==> config.mk <==
export PLATFORM = sky130hd
export DESIGN_NAME = accel_motion_conditioner
export DESIGN_NICKNAME = d
export VERILOG_FILES = /design/src/sv/amc_pkg.sv /design/src/sv/amc_ctrl.sv /design/src/sv/amc_datapath.sv /design/src/sv/accel_motion_conditioner.sv
export SDC_FILE = /design/constraint.sdc
export NUM_CORES = 2
export LEC_CHECK = 0
export ABC_AREA = 1
export BUFFER_PORTS_ARGS = -buffer_cell sky130_fd_sc_hd__buf_2
export CAP_MARGIN = 15
export CORE_MARGIN = 1.5
export CORE_UTILIZATION = 55
export CTS_CLUSTER_DIAMETER = 120
export DETAILED_ROUTE_END_ITERATION = 8
export GPL_TIMING_DRIVEN = 0
export PLACE_DENSITY_LB_ADDON = 0.12
export SLEW_MARGIN = 20
export SYNTH_ARGS = -nofsm -noshare
export SYNTH_HDL_FRONTEND = slang
export SYNTH_SLANG_ARGS = --single-unit
==> constraint.sdc <==
create_clock -name clock -period 15.4 [get_ports clock]
set_input_delay 2.31 -clock clock [delete_from_list [all_inputs] [get_ports clock]]
set_output_delay 2.31 -clock clock [all_outputs]
set_load 0.01 [all_outputs]
==> src/sv/amc_pkg.sv <==
// Shared constants and types for the accelerometer motion conditioner.
// No dependencies; the controller, datapath and top level import it.
package amc_pkg;

   localparam int BASE_FRAC = 8;               // baseline fraction bits
   localparam int BW        = 16 + BASE_FRAC;  // magnitude / baseline width
   localparam int DW        = 15 + BASE_FRAC;  // level divisor width

   localparam logic [15:0] GAIN_RISE = 16'd39322;  // 0.6 in Q0.16
   localparam logic [15:0] GAIN_FALL = 16'd9830;   // 0.15 in Q0.16

   localparam int ROOT_STEPS = 16;
   localparam int DIV_STEPS  = 16;

   typedef logic [2:0] csr_index_type;
   localparam csr_index_type CSR_RANGE    = 3'd0;
   localparam csr_index_type CSR_ACTIVITY = 3'd1;
   localparam csr_index_type CSR_ALPHA    = 3'd2;
   localparam csr_index_type CSR_MAX_AGE  = 3'd3;
   localparam csr_index_type CSR_AXIS_MAP = 3'd4;
   localparam csr_index_type CSR_AXIS_SGN = 3'd5;
   localparam csr_index_type CSR_BOOT_ID  = 3'd6;

   typedef logic [1:0] kind_type;
   localparam kind_type KIND_IDLE  = 2'd0;
   localparam kind_type KIND_SENT  = 2'd1;
   localparam kind_type KIND_STALE = 2'd2;
   localparam kind_type KIND_BUSY  = 2'd3;

   typedef struct packed {
      logic       load;
      logic       square;
      logic [1:0] sq_sel;
      logic       root;
      logic       base;
      logic       div;
      logic       act;
   } amc_cmd_type;

endpackage

==> src/sv/amc_ctrl.sv <==
// Sequencer for the motion conditioner: walks one item through load,
// squares, root, baseline, level divide and activity. Uses amc_pkg.
module amc_ctrl import amc_pkg::*; (
   input  logic        clock,
   input  logic        reset,
   input  logic        req_tvalid,
   output logic        req_tready,
   output logic        rsp_tvalid,
   input  logic        rsp_tready,
   output amc_cmd_type cmd
);

   typedef enum logic [6:0] {
      ST_IDLE = 7'b0000001,
      ST_SQ   = 7'b0000010,
      ST_ROOT = 7'b0000100,
      ST_BASE = 7'b0001000,
      ST_DIV  = 7'b0010000,
      ST_ACT  = 7'b0100000,
      ST_OUT  = 7'b1000000
   } state_type;

   state_type  state_ff, state_in;
   logic [3:0] cnt_ff, cnt_in;

   always_comb begin
      state_in = state_ff;
      cnt_in   = cnt_ff;
      cmd      = '0;
      case (state_ff)
         ST_IDLE: begin
            if (req_tvalid) begin
               cmd.load = 1'b1;
               state_in = ST_SQ;
               cnt_in   = '0;
            end
         end
         ST_SQ: begin
            cmd.square = 1'b1;
            cmd.sq_sel = cnt_ff[1:0];
            cnt_in     = cnt_ff + 4'd1;
            if (cnt_ff == 4'd2) begin
               state_in = ST_ROOT;
               cnt_in   = '0;
            end
         end
         ST_ROOT: begin
            cmd.root = 1'b1;
            cnt_in   = cnt_ff + 4'd1;
            if (cnt_ff == 4'(ROOT_STEPS - 1)) state_in = ST_BASE;
         end
         ST_BASE: begin
            cmd.base = 1'b1;
            cnt_in   = '0;
            state_in = ST_DIV;
         end
         ST_DIV: begin
            cmd.div = 1'b1;
            cnt_in  = cnt_ff + 4'd1;
            if (cnt_ff == 4'(DIV_STEPS - 1)) state_in = ST_ACT;
         end
         ST_ACT: begin
            cmd.act  = 1'b1;
            state_in = ST_OUT;
         end
         ST_OUT: begin
            if (rsp_tready) state_in = ST_IDLE;
         end
         default: state_in = ST_IDLE;
      endcase
   end

   assign req_tready = (state_ff == ST_IDLE);
   assign rsp_tvalid = (state_ff == ST_OUT);

   always_ff @(posedge clock) begin
      if (reset) begin
         state_ff <= ST_IDLE;
         cnt_ff   <= '0;
      end else begin
         state_ff <= state_in;
         cnt_ff   <= cnt_in;
      end
   end

endmodule

==> src/sv/amc_datapath.sv <==
// Datapath of the motion conditioner: config registers, axis remap and
// clamp, shared square/root/divide steps, baseline, activity and stream state.
// Driven by amc_ctrl commands; uses amc_pkg.
module amc_datapath import amc_pkg::*; (
   input  logic               clock,
   input  logic               reset,
   input  amc_cmd_type        cmd,
   input  logic               csr_we,
   input  csr_index_type      csr_index,
   input  logic [31:0]        csr_wdata,
   input  logic signed [15:0] raw_x,
   input  logic signed [15:0] raw_y,
   input  logic signed [15:0] raw_z,
   input  logic               sensor_saturated,
   input  logic [31:0]        capture_time,
   input  logic [31:0]        current_time,
   input  logic [31:0]        stream_generation,
   input  logic               recalibrate,
   input  logic               gap_seen,
   input  logic               link_accepts,
   output logic signed [15:0] out_x,
   output logic signed [15:0] out_y,
   output logic signed [15:0] out_z,
   output logic               flag_saturated,
   output logic               flag_discontinuity,
   output logic [15:0]        seq_number,
   output logic [31:0]        capture_out,
   output logic [15:0]        activity_level,
   output kind_type           record_kind
);

   // configuration
   logic [14:0] range_ff;
   logic [13:0] act_mg_ff;
   logic [15:0] alpha_ff;
   logic [15:0] max_age_ff;
   logic [5:0]  axis_map_ff;
   logic [2:0]  axis_sign_ff;
   logic        reseed_ff;

   // state
   logic [BW-1:0] baseline_ff;
   logic          ready_ff;
   logic [15:0]   activity_ff;
   logic [15:0]   seq_ff;
   logic          disc_ff;
   logic [31:0]   seen_gen_ff;

   // per item payload
   logic signed [15:0] v_ff [3];
   logic        sat_ff, recal_ff, gap_ff, link_ff;
   logic [31:0] cap_ff, now_ff, gen_ff;
   logic [31:0] n_ff, res_ff, bit_ff;
   logic [DW-1:0] rem_ff;
   logic [15:0] q_ff;
   logic        over_ff, zero_ff;
   logic        flag_disc_ff;
   kind_type    kind_ff;

   // remap and clamp
   logic signed [15:0] chip [3];
   logic signed [15:0] v_in [3];
   logic               clamp_sat;

   always_comb begin
      logic [1:0]         sel;
      logic signed [16:0] a;
      logic signed [16:0] lim;
      chip[0]   = raw_x;
      chip[1]   = raw_y;
      chip[2]   = raw_z;
      clamp_sat = 1'b0;
      lim       = $signed({2'b00, range_ff});
      for (int i = 0; i < 3; i++) begin
         sel = axis_map_ff[2*i +: 2];
         a   = (sel == 2'd3) ? 17'(chip[i]) : 17'(chip[sel]);
         if (axis_sign_ff[i]) a = -a;
         if (a > lim) begin
            a = lim;
            clamp_sat = 1'b1;
         end
         if (a < -lim) begin
            a = -lim;
            clamp_sat = 1'b1;
         end
         v_in[i] = a[15:0];
      end
   end

   // square accumulate
   logic signed [15:0] sq_op;
   logic signed [31:0] sq_prod;
   always_comb begin
      case (cmd.sq_sel)
         2'd0:    sq_op = v_ff[0];
         2'd1:    sq_op = v_ff[1];
         default: sq_op = v_ff[2];
      endcase
      sq_prod = sq_op * sq_op;
   end

   // one root step
   logic [31:0] root_t;
   assign root_t = res_ff + bit_ff;

   // baseline
   logic [BW-1:0]    magq, base_cur, jolt;
   logic             reseed, mag_ge, gate;
   logic [BW+15:0]   base_prod;
   logic [BW-1:0]    base_step;
   logic [DW-1:0]    divisor;
   always_comb begin
      magq      = {res_ff[15:0], {BASE_FRAC{1'b0}}};
      reseed    = recal_ff | reseed_ff | ~ready_ff;
      base_cur  = reseed ? magq : baseline_ff;
      mag_ge    = (magq >= base_cur);
      jolt      = mag_ge ? magq - base_cur : base_cur - magq;
      gate      = ({jolt, 1'b0} < {2'b00, act_mg_ff, {BASE_FRAC{1'b0}}});
      base_prod = jolt * alpha_ff;
      base_step = base_prod[BW+15:16];
      divisor   = {act_mg_ff, 1'b0, {BASE_FRAC{1'b0}}};
   end

   // one divide step
   logic [DW:0] rem2;
   assign rem2 = {rem_ff, 1'b0};

   // activity and stream decision
   logic [15:0] level, act_diff, act_delta;
   logic [31:0] act_prod, age;
   logic        rise;
   always_comb begin
      if (zero_ff)      level = 16'd0;
      else if (over_ff) level = 16'hFFFF;
      else              level = q_ff;
      rise      = (level > activity_ff);
      act_diff  = rise ? level - activity_ff : activity_ff - level;
      act_prod  = act_diff * (rise ? GAIN_RISE : GAIN_FALL);
      act_delta = act_prod[31:16];
      age       = now_ff - cap_ff;
   end

   // config writes
   always_ff @(posedge clock) begin
      if (reset) begin
         range_ff     <= 15'd16000;
         act_mg_ff    <= 14'd200;
         alpha_ff     <= 16'd655;
         max_age_ff   <= 16'd50;
         axis_map_ff  <= 6'd36;
         axis_sign_ff <= 3'd0;
      end else if (csr_we) begin
         case (csr_index)
            CSR_RANGE:    range_ff     <= csr_wdata[14:0];
            CSR_ACTIVITY: act_mg_ff    <= csr_wdata[13:0];
            CSR_ALPHA:    alpha_ff     <= csr_wdata[15:0];
            CSR_MAX_AGE:  max_age_ff   <= csr_wdata[15:0];
            CSR_AXIS_MAP: axis_map_ff  <= csr_wdata[5:0];
            CSR_AXIS_SGN: axis_sign_ff <= csr_wdata[2:0];
            CSR_BOOT_ID:  ;  // record framing is outside this block
            default:      ;
         endcase
      end
   end

   // state registers
   always_ff @(posedge clock) begin
      if (reset) begin
         reseed_ff   <= 1'b0;
         baseline_ff <= '0;
         ready_ff    <= 1'b0;
         activity_ff <= '0;
         seq_ff      <= 16'hFFFF;
         disc_ff     <= 1'b0;
         seen_gen_ff <= '0;
      end else begin
         if (cmd.load) seq_ff <= seq_ff + 16'd1;
         if (cmd.base) begin
            reseed_ff   <= 1'b0;
            ready_ff    <= 1'b1;
            baseline_ff <= !gate ? base_cur :
                           mag_ge ? base_cur + base_step : base_cur - base_step;
         end
         if (cmd.act) begin
            activity_ff <= rise ? activity_ff + act_delta : activity_ff - act_delta;
            if (gen_ff != seen_gen_ff) seen_gen_ff <= gen_ff;
            if (gen_ff == 32'd0)
               disc_ff <= disc_ff | gap_ff | (gen_ff != seen_gen_ff);
            else if (age > {16'd0, max_age_ff})
               disc_ff <= 1'b1;
            else
               disc_ff <= ~link_ff;
         end
         // axis changes reseed on the next item
         if (csr_we && (csr_index == CSR_AXIS_MAP || csr_index == CSR_AXIS_SGN))
            reseed_ff <= 1'b1;
      end
   end

   // payload registers
   always_ff @(posedge clock) begin
      logic d;
      if (cmd.load) begin
         for (int i = 0; i < 3; i++) v_ff[i] <= v_in[i];
         sat_ff   <= sensor_saturated | clamp_sat;
         cap_ff   <= capture_time;
         now_ff   <= current_time;
         gen_ff   <= stream_generation;
         recal_ff <= recalibrate;
         gap_ff   <= gap_seen;
         link_ff  <= link_accepts;
         n_ff     <= '0;
         res_ff   <= '0;
         bit_ff   <= 32'h4000_0000;
      end
      if (cmd.square) n_ff <= n_ff + $unsigned(sq_prod);
      if (cmd.root) begin
         if (n_ff >= root_t) begin
            n_ff   <= n_ff - root_t;
            res_ff <= (res_ff >> 1) + bit_ff;
         end else begin
            res_ff <= res_ff >> 1;
         end
         bit_ff <= bit_ff >> 2;
      end
      if (cmd.base) begin
         zero_ff <= (act_mg_ff == '0) && (jolt == '0);
         over_ff <= (act_mg_ff == '0) || (jolt >= BW'(divisor));
         rem_ff  <= jolt[DW-1:0];
         q_ff    <= '0;
      end
      if (cmd.div) begin
         if (rem2 >= {1'b0, divisor}) begin
            rem_ff <= DW'(rem2 - {1'b0, divisor});
            q_ff   <= {q_ff[14:0], 1'b1};
         end else begin
            rem_ff <= rem2[DW-1:0];
            q_ff   <= {q_ff[14:0], 1'b0};
         end
      end
      if (cmd.act) begin
         d = disc_ff | gap_ff | (gen_ff != seen_gen_ff);
         if (gen_ff == 32'd0) begin
            kind_ff      <= KIND_IDLE;
            flag_disc_ff <= d;
         end else if (age > {16'd0, max_age_ff}) begin
            kind_ff      <= KIND_STALE;
            flag_disc_ff <= 1'b1;
         end else begin
            kind_ff      <= link_ff ? KIND_SENT : KIND_BUSY;
            flag_disc_ff <= d;
         end
      end
   end

   assign out_x              = v_ff[0];
   assign out_y              = v_ff[1];
   assign out_z              = v_ff[2];
   assign flag_saturated     = sat_ff;
   assign flag_discontinuity = flag_disc_ff;
   assign seq_number         = seq_ff;
   assign capture_out        = cap_ff;
   assign activity_level     = activity_ff;
   assign record_kind        = kind_ff;

endmodule

==> src/sv/accel_motion_conditioner.sv <==
// Top level of the accelerometer motion conditioner.
// Joins amc_ctrl and amc_datapath; uses amc_pkg.
//
// One sample item in, one result item out. The load with remap and clamp
// happens in the accepting cycle itself; rsp_tvalid then rises after three
// squares through the shared 16x16 squarer, sixteen steps of the bit-pair
// square root, a baseline update, sixteen restoring divide steps for the
// level and an activity/stream update. A new item is accepted only once the
// previous result has been taken. Configuration is written through
// csr_we/csr_index/csr_wdata; the user must write it only while idle, which
// the block itself does not enforce; writing axis_map or axis_sign reseeds
// the baseline on the next item.
module accel_motion_conditioner import amc_pkg::*; (
   input  logic          clock,
   input  logic          reset,
   input  logic          req_tvalid,
   output logic          req_tready,
   // raw_x, raw_y, raw_z, capture_time, current_time, stream_generation
   input  logic [143:0]  req_tdata,
   // sensor_saturated, recalibrate, gap_seen, link_accepts
   input  logic [3:0]    req_tuser,
   output logic          rsp_tvalid,
   input  logic          rsp_tready,
   // out_x, out_y, out_z, seq_number, capture_out, activity_level
   output logic [111:0]  rsp_tdata,
   // flag_saturated, flag_discontinuity, record_kind
   output logic [3:0]    rsp_tuser,
   input  logic          csr_we,
   input  csr_index_type csr_index,
   input  logic [31:0]   csr_wdata
);

   amc_cmd_type        cmd;
   logic signed [15:0] out_x, out_y, out_z;
   logic               flag_saturated, flag_discontinuity;
   logic [15:0]        seq_number, activity_level;
   logic [31:0]        capture_out;
   kind_type           record_kind;

   amc_ctrl u_ctrl (
      .clock      (clock),
      .reset      (reset),
      .req_tvalid (req_tvalid),
      .req_tready (req_tready),
      .rsp_tvalid (rsp_tvalid),
      .rsp_tready (rsp_tready),
      .cmd        (cmd)
   );

   amc_datapath u_dp (
      .clock              (clock),
      .reset              (reset),
      .cmd                (cmd),
      .csr_we             (csr_we),
      .csr_index          (csr_index),
      .csr_wdata          (csr_wdata),
      .raw_x              (req_tdata[15:0]),
      .raw_y              (req_tdata[31:16]),
      .raw_z              (req_tdata[47:32]),
      .sensor_saturated   (req_tuser[0]),
      .capture_time       (req_tdata[79:48]),
      .current_time       (req_tdata[111:80]),
      .stream_generation  (req_tdata[143:112]),
      .recalibrate        (req_tuser[1]),
      .gap_seen           (req_tuser[2]),
      .link_accepts       (req_tuser[3]),
      .out_x              (out_x),
      .out_y              (out_y),
      .out_z              (out_z),
      .flag_saturated     (flag_saturated),
      .flag_discontinuity (flag_discontinuity),
      .seq_number         (seq_number),
      .capture_out        (capture_out),
      .activity_level     (activity_level),
      .record_kind        (record_kind)
   );

   assign rsp_tdata = {activity_level, capture_out, seq_number, out_z, out_y, out_x};
   assign rsp_tuser = {record_kind, flag_discontinuity, flag_saturated};

endmodule

After elaboration in Yosys (flattened, before gate mapping). Memory sizes are Yosys's and may differ from the RTL's. Index checks and enable logic that the tools add are counted.

Word-level logic and storage cells: 209. Input bits: 188. Register bits: 396. Memories: 1. Bits in writable memories: 48. Output and inout bits: 118.

Bitwise logic cells: 10. $lt $le $gt $ge: 16. Equal/unequal tests: 24. $mul: 3. Reductions and logical operators: 24. Multiplexer cells: 78. $add $sub $neg: 20.

Memory list: u_dp.v_ff (words 3, width 16, read ports 3, clocked after Yosys merged registers in 0, write ports 3, line amc_datapath.sv:50) `logic signed [15:0] v_ff [3];`.

Operators by type and width (number): $mux 16 (16); $mux 32 (7); $mux 17 (9); $bmux 16 s2 (3); $mux 24 (4); $sub 24x24->24 (3); $mux 23 (3); $sub 32x32->32 (2); $mux 29 (2); $gt 17x16->1 (3); $lt 17x17->1 (3); $neg 17->17 (3); $pmux 7 s7 (1); $ge 24x23->1 (2); $sub 16x16->16 (3); $mul 24x16->40 (1); $mux 7 (5); $add 31x31->32 (1); $add 32x31->32 (1); $add 32x32->32 (1); $ge 32x32->1 (1); $gt 32x16->1 (1); $logic_not 32->1 (1); $mul 16x16->32 (1); 48 further kinds (98).

Longest topological paths before layout.
Word-level depth: 16. Gate-level depth with buffers: 71. Depth with buffers taken out: 68.

Cells and area by module. A second synthesis with hierarchy kept.

Cell total of the unflattened synthesis: 8106. Area total of the unflattened synthesis: 63293.2 um2.

By module, submodules not included: amc_datapath (area each 62567.5 um2, cells each 7997, instances 1, seq. area each 11060.6 um2); amc_ctrl (area each 710.7 um2, cells each 107, instances 1, seq. area each 220.2 um2); accel_motion_conditioner (area each 15.0 um2, cells each 2, instances 1, seq. area each 0.0 um2).

Worst setup path before layout. OpenSTA, ideal clock, no wires.

Kind: reg-to-reg. Start point: register u_dp.recal_ff. End point: register u_dp.baseline_ff[23]. Data required time: 15290 ps. Period minus slack after synthesis: 10711 ps. Arrival: 10601 ps. Library setup time: 110 ps. Path slack: 4689 ps. Cell stages (with the launch flop): 64. Buffers on the path: 6. Cell sequence: edfxtp_1 -> nor2_4 -> nand2_4 -> clkbuf_1 -> clkbuf_1 -> o21ai_0 -> inv_1 -> ha_1 -> buf_2 -> a21oi_1 -> o21ai_0 -> a211oi_2 -> nand2_4 -> inv_2 -> buf_1 -> clkbuf_1 -> o21ai_0 -> nand2_1 -> (+28 left out) -> nor2_1 -> nand3_1 -> inv_1 -> nand2_1 -> o31ai_2 -> nand2_1 -> xor2_1 -> ha_1 -> a21oi_1 -> o21ai_0 -> a211oi_1 -> nand2_1 -> nand2_1 -> nand2_1 -> nand2_1 -> nand3_1 -> nand2_1 -> inv_1.

Word-level cells in the longest chain between the ends: 9. Elaborated cells on any way between the ends: 13. Classes of those cells: add/sub: 4; mul: 1; order compare: 2; mux: 4; bitwise: 2.

RTL lines: start: declaration (line amc_datapath.sv:51) `logic sat_ff, recal_ff, gap_ff, link_ff;`; start signal: assignment (line amc_datapath.sv:209) `recal_ff <= recalibrate;`; $or 1x1->1 (*) (2 in a row) (line amc_datapath.sv:114) `reseed = recal_ff | reseed_ff | ~ready_ff;`; $mux 24 (*) (line amc_datapath.sv:115) `base_cur = reseed ? magq : baseline_ff;`; $sub 24x24->24 or $ge 24x24->1 (tied branches) (line amc_datapath.sv:117, amc_datapath.sv:116); $mux 24 (line amc_datapath.sv:117) `jolt = mag_ge ? magq - base_cur : base_cur - magq;`; $mul 24x16->40 (line amc_datapath.sv:119) `base_prod = jolt * alpha_ff;`; $sub 24x24->24 or $add 24x24->24 (tied branches) (line amc_datapath.sv:182) `mag_ge ? base_cur + base_step : base_cur - base_step;`; $mux 24 (line amc_datapath.sv:182); $mux 24 (*) (line amc_datapath.sv:181) `baseline_ff <= !gate ? base_cur :`; end signal: assignment (line amc_datapath.sv:181); end: declaration (line amc_datapath.sv:42) `logic [BW-1:0] baseline_ff;`.

Mark *: on every way between the ends. The rest lies on a longest branch, timed or not. A chain may end at the register's enable or synchronous reset.

Final worst setup path. Same ends and word-level chain as after synthesis.

==> out/metrics.cfg <==
[clock_network]
numCtsBuffers=55
worstSkewPairLatency_ns=0.70
hold_buffers=0
cts.path.max_buffers=3
clockRootBuffer=clkbuf_16
cts_sinks=444
cts.clk_slew.worst_paths_ns=0.06
cts_tree=built
cts_htree_levels=2
post-cts-setup-buffers=0
cts_resized=0

[global_routing]
use_met2=0.562
grt_use_total=0.337
overflow=0
antenna_found_initial=11
top_usage_layer=met2
grt_util_met1=0.440
first_global_vias=54555
grt_pass1_wl_um=303000
groute.layer.met3.usage=0.0488
grt_max_degree=32

[final_layout]
syn2layout_area_growth_pct=8.83
fillers=10364
nets=9789
postLayoutCoreUtil=0.606
drive_above_1_share=0.0613

[floorplan]
die_h_um=338
rows=122
start_util=0.557
ios=306
core_area_um2=111000
chipWidth_um=338
dieArea_um2=114000

[logic_synthesis]
synth.area.top_cells=fa_1 (23%), ha_1 (14%), edfxtp_1 (12%)
avgSynthCellArea_um2=7.86
synth_top_area_share=0.226
synthFlopType=edfxtp_1
ys_seq_area_frac=0.183
netlist_area_um2=61800
synthArstFlopShare=0
ys_ff_latch=444
syn_inst=7857
ys_types=72
synth_edf_count=239
yosys_warnings=0
yosysTopAreaCell=fa_1

[sta]
period_share=0.946
final_max_slew_viol_count=0
slew-limit-headroom=0.224
hold_viol=0
fin_skew_ns=0.0839
finalSetupViolCount=0
period_needed_ns=14.56
fmaxAchievable_mhz=68.7
fin_setup_tns_ns=0
worst_pin_slew_ns=1.15
rsz0062_at_grt=no

[route]
viasPerCell=5.59
wl_per_cell_um=19.8
first_pass_iters=6
wl_um=194000
ant_nets=0
drc=0
first_iter_violations=4239
dr_total_vias=54522

[setup_path]
path_common_cell=inv_1
cpPeakStageDelay_ns=0.57
crit_arrival_ns=15.08
path_max_fanout=11
critical_path_class=reg -> reg
cpMaxStageDelayCell=buf_1
worst_setup_path_end_kind=flop
cp.required_ns=15.92
start_kind=flop

[place]
dp_hpwl_um=163000
place.gp.congestion=0.977
portBuffers=288

[run]
drv_cap=0

[outcome]
status=completed

[min_path]
min_path_type=reg -> reg

[through the flow]
step	hold slack, ns	setup slack (ns)	instances	instance area, um^2
after floorplan	0.435	4.69	7862	61800
after global routing	0.481	0.130	9760	67200
after global placement	0.450	0.585	9638	65100
after CTS	0.464	1.22	9758	67200
after detailed placement	0.455	1.35	9654	65400
final	0.468	0.836	9761	67200
[worst max-delay path, delay by kind of cell, from the launching register on]
family | cells | cell delay, ns
AOI/OAI and AO/OA | 10 | 2.90
xor gates and xnor gates | 1 | 0.21
adders and majority gates | 10 | 4.21
and+or+nand+nor | 23 | 2.94
DFF | 1 | 0.48
buffers and inverters | 19 | 3.61
[flip-flops by register name (all words and copies together) (netlist names), 14 cells and up]
name	flops
u_dp.v_ff	48
u_dp.capture_out	32
u_dp.gen_ff	32
u_dp.n_ff	32
u_dp.now_ff	32
u_dp.res_ff	32
u_dp.seen_gen_ff	32
u_dp.baseline_ff	24
u_dp.rem_ff	23
u_dp.activity_level	16
u_dp.alpha_ff	16
u_dp.bit_ff	16
u_dp.max_age_ff	16
u_dp.q_ff	16
u_dp.seq_number	16
u_dp.range_ff	15
u_dp.act_mg_ff	14
[cell type report]
class,count,area (um^2),share of cell area
plain buffers,231,895,0.0133
flip-flops and latches,444,11300,0.168
clock inverters,32,312,0.00463
inverters,1560,5860,0.0871
multi-input cells,5627,43800,0.652
well taps,1488,1860,0.0277
repair buffers,305,1670,0.0249
diodes,2,5.00,0.0000744
clock buffers,72,1510,0.0225
[cells in the final DEF (no fill, tap or decap), drive strengths merged, types with 3 or more instances in the layout]
cell type  count
a211oi        17
a21boi        10
a21o          24
a21oi        592
a221oi        15
a22o           3
a22oi         11
a31oi         48
and3           4
buf          334
clkbuf       274
clkinv        37
clkinvlp       6
conb           6
dfxtp        205
edfxtp       239
fa           699
ha           678
inv         1547
nand2       1281
nand3        204
nand3b        11
nand4         61
nor2         710
nor3          71
nor3b          5
nor4          39
o2111ai       11
o211ai        42
o21a          34
o21ai        581
o21bai        19
o221ai         9
o22ai         21
o31ai         17
o41ai          3
or2           20
xnor2        118
xor2         244
[path summary, 6_finish.rpt]
path / start / to / slack (ns) / cells past startpoint
worst max-delay path: u_dp.recal_ff / u_dp.baseline_ff[23] / 0.84 / 63
worst min-delay path: u_dp.baseline_ff[19] / u_dp.baseline_ff[19] / 0.47 / 2
worst max register to register: u_dp.recal_ff / u_dp.baseline_ff[23] / 0.84 / 63
worst min register to register: u_dp.baseline_ff[19] / u_dp.baseline_ff[19] / 0.47 / 2
[Yosys cell counts, types with 4 or more instances]
master,n
nand3_1,190
dfxtp_1,205
nor4_1,39
nor3_1,70
nand4_1,60
o2111ai_1,11
nand3b_1,11
nand3_2,14
buf_2,7
or2_2,20
o211ai_1,42
a211oi_1,16
o21a_1,34
clkbuf_1,199
nor2_2,6
inv_2,11
nor2_1,701
xor2_1,243
a22oi_1,11
clkinv_1,15
fa_1,699
a221oi_1,15
a21oi_1,591
ha_1,678
buf_1,20
o21ai_1,21
a31oi_1,48
o221ai_1,9
o21bai_1,19
a21boi_0,7
o21ai_0,559
and3_1,4
a21o_1,24
o31ai_1,15
inv_1,1534
xnor2_1,118
o22ai_1,21
nand2_1,1257
nor3b_1,5
edfxtp_1,239
nand2_2,21
[logic make-up after synthesis]
| logic type | after synthesis | share of synthesized area |
|---|---|---|
| compound gates | 1471 | 0.131 |
| xor+xnor | 362 | 0.0514 |
| fa+ha+maj | 1377 | 0.364 |
| buf+inv | 1791 | 0.109 |
| flops | 444 | 0.183 |
| mux | 1 | 0.000162 |
| other cells | 1 | 0.0000607 |
| simple gates | 2410 | 0.161 |
[metal layers]
layer	wire, um	share of wire	vias to the layer above
li1	-	-	25909
met1	80600	0.42	26201
met2	90700	0.47	1952
met3	13800	0.071	448
met4	8490	0.044	12
met5	68	0.00035	-
Power is left out: the tool's default activity adds up to more than one toggle a clock period on the data nets, which glitch-free logic cannot reach.
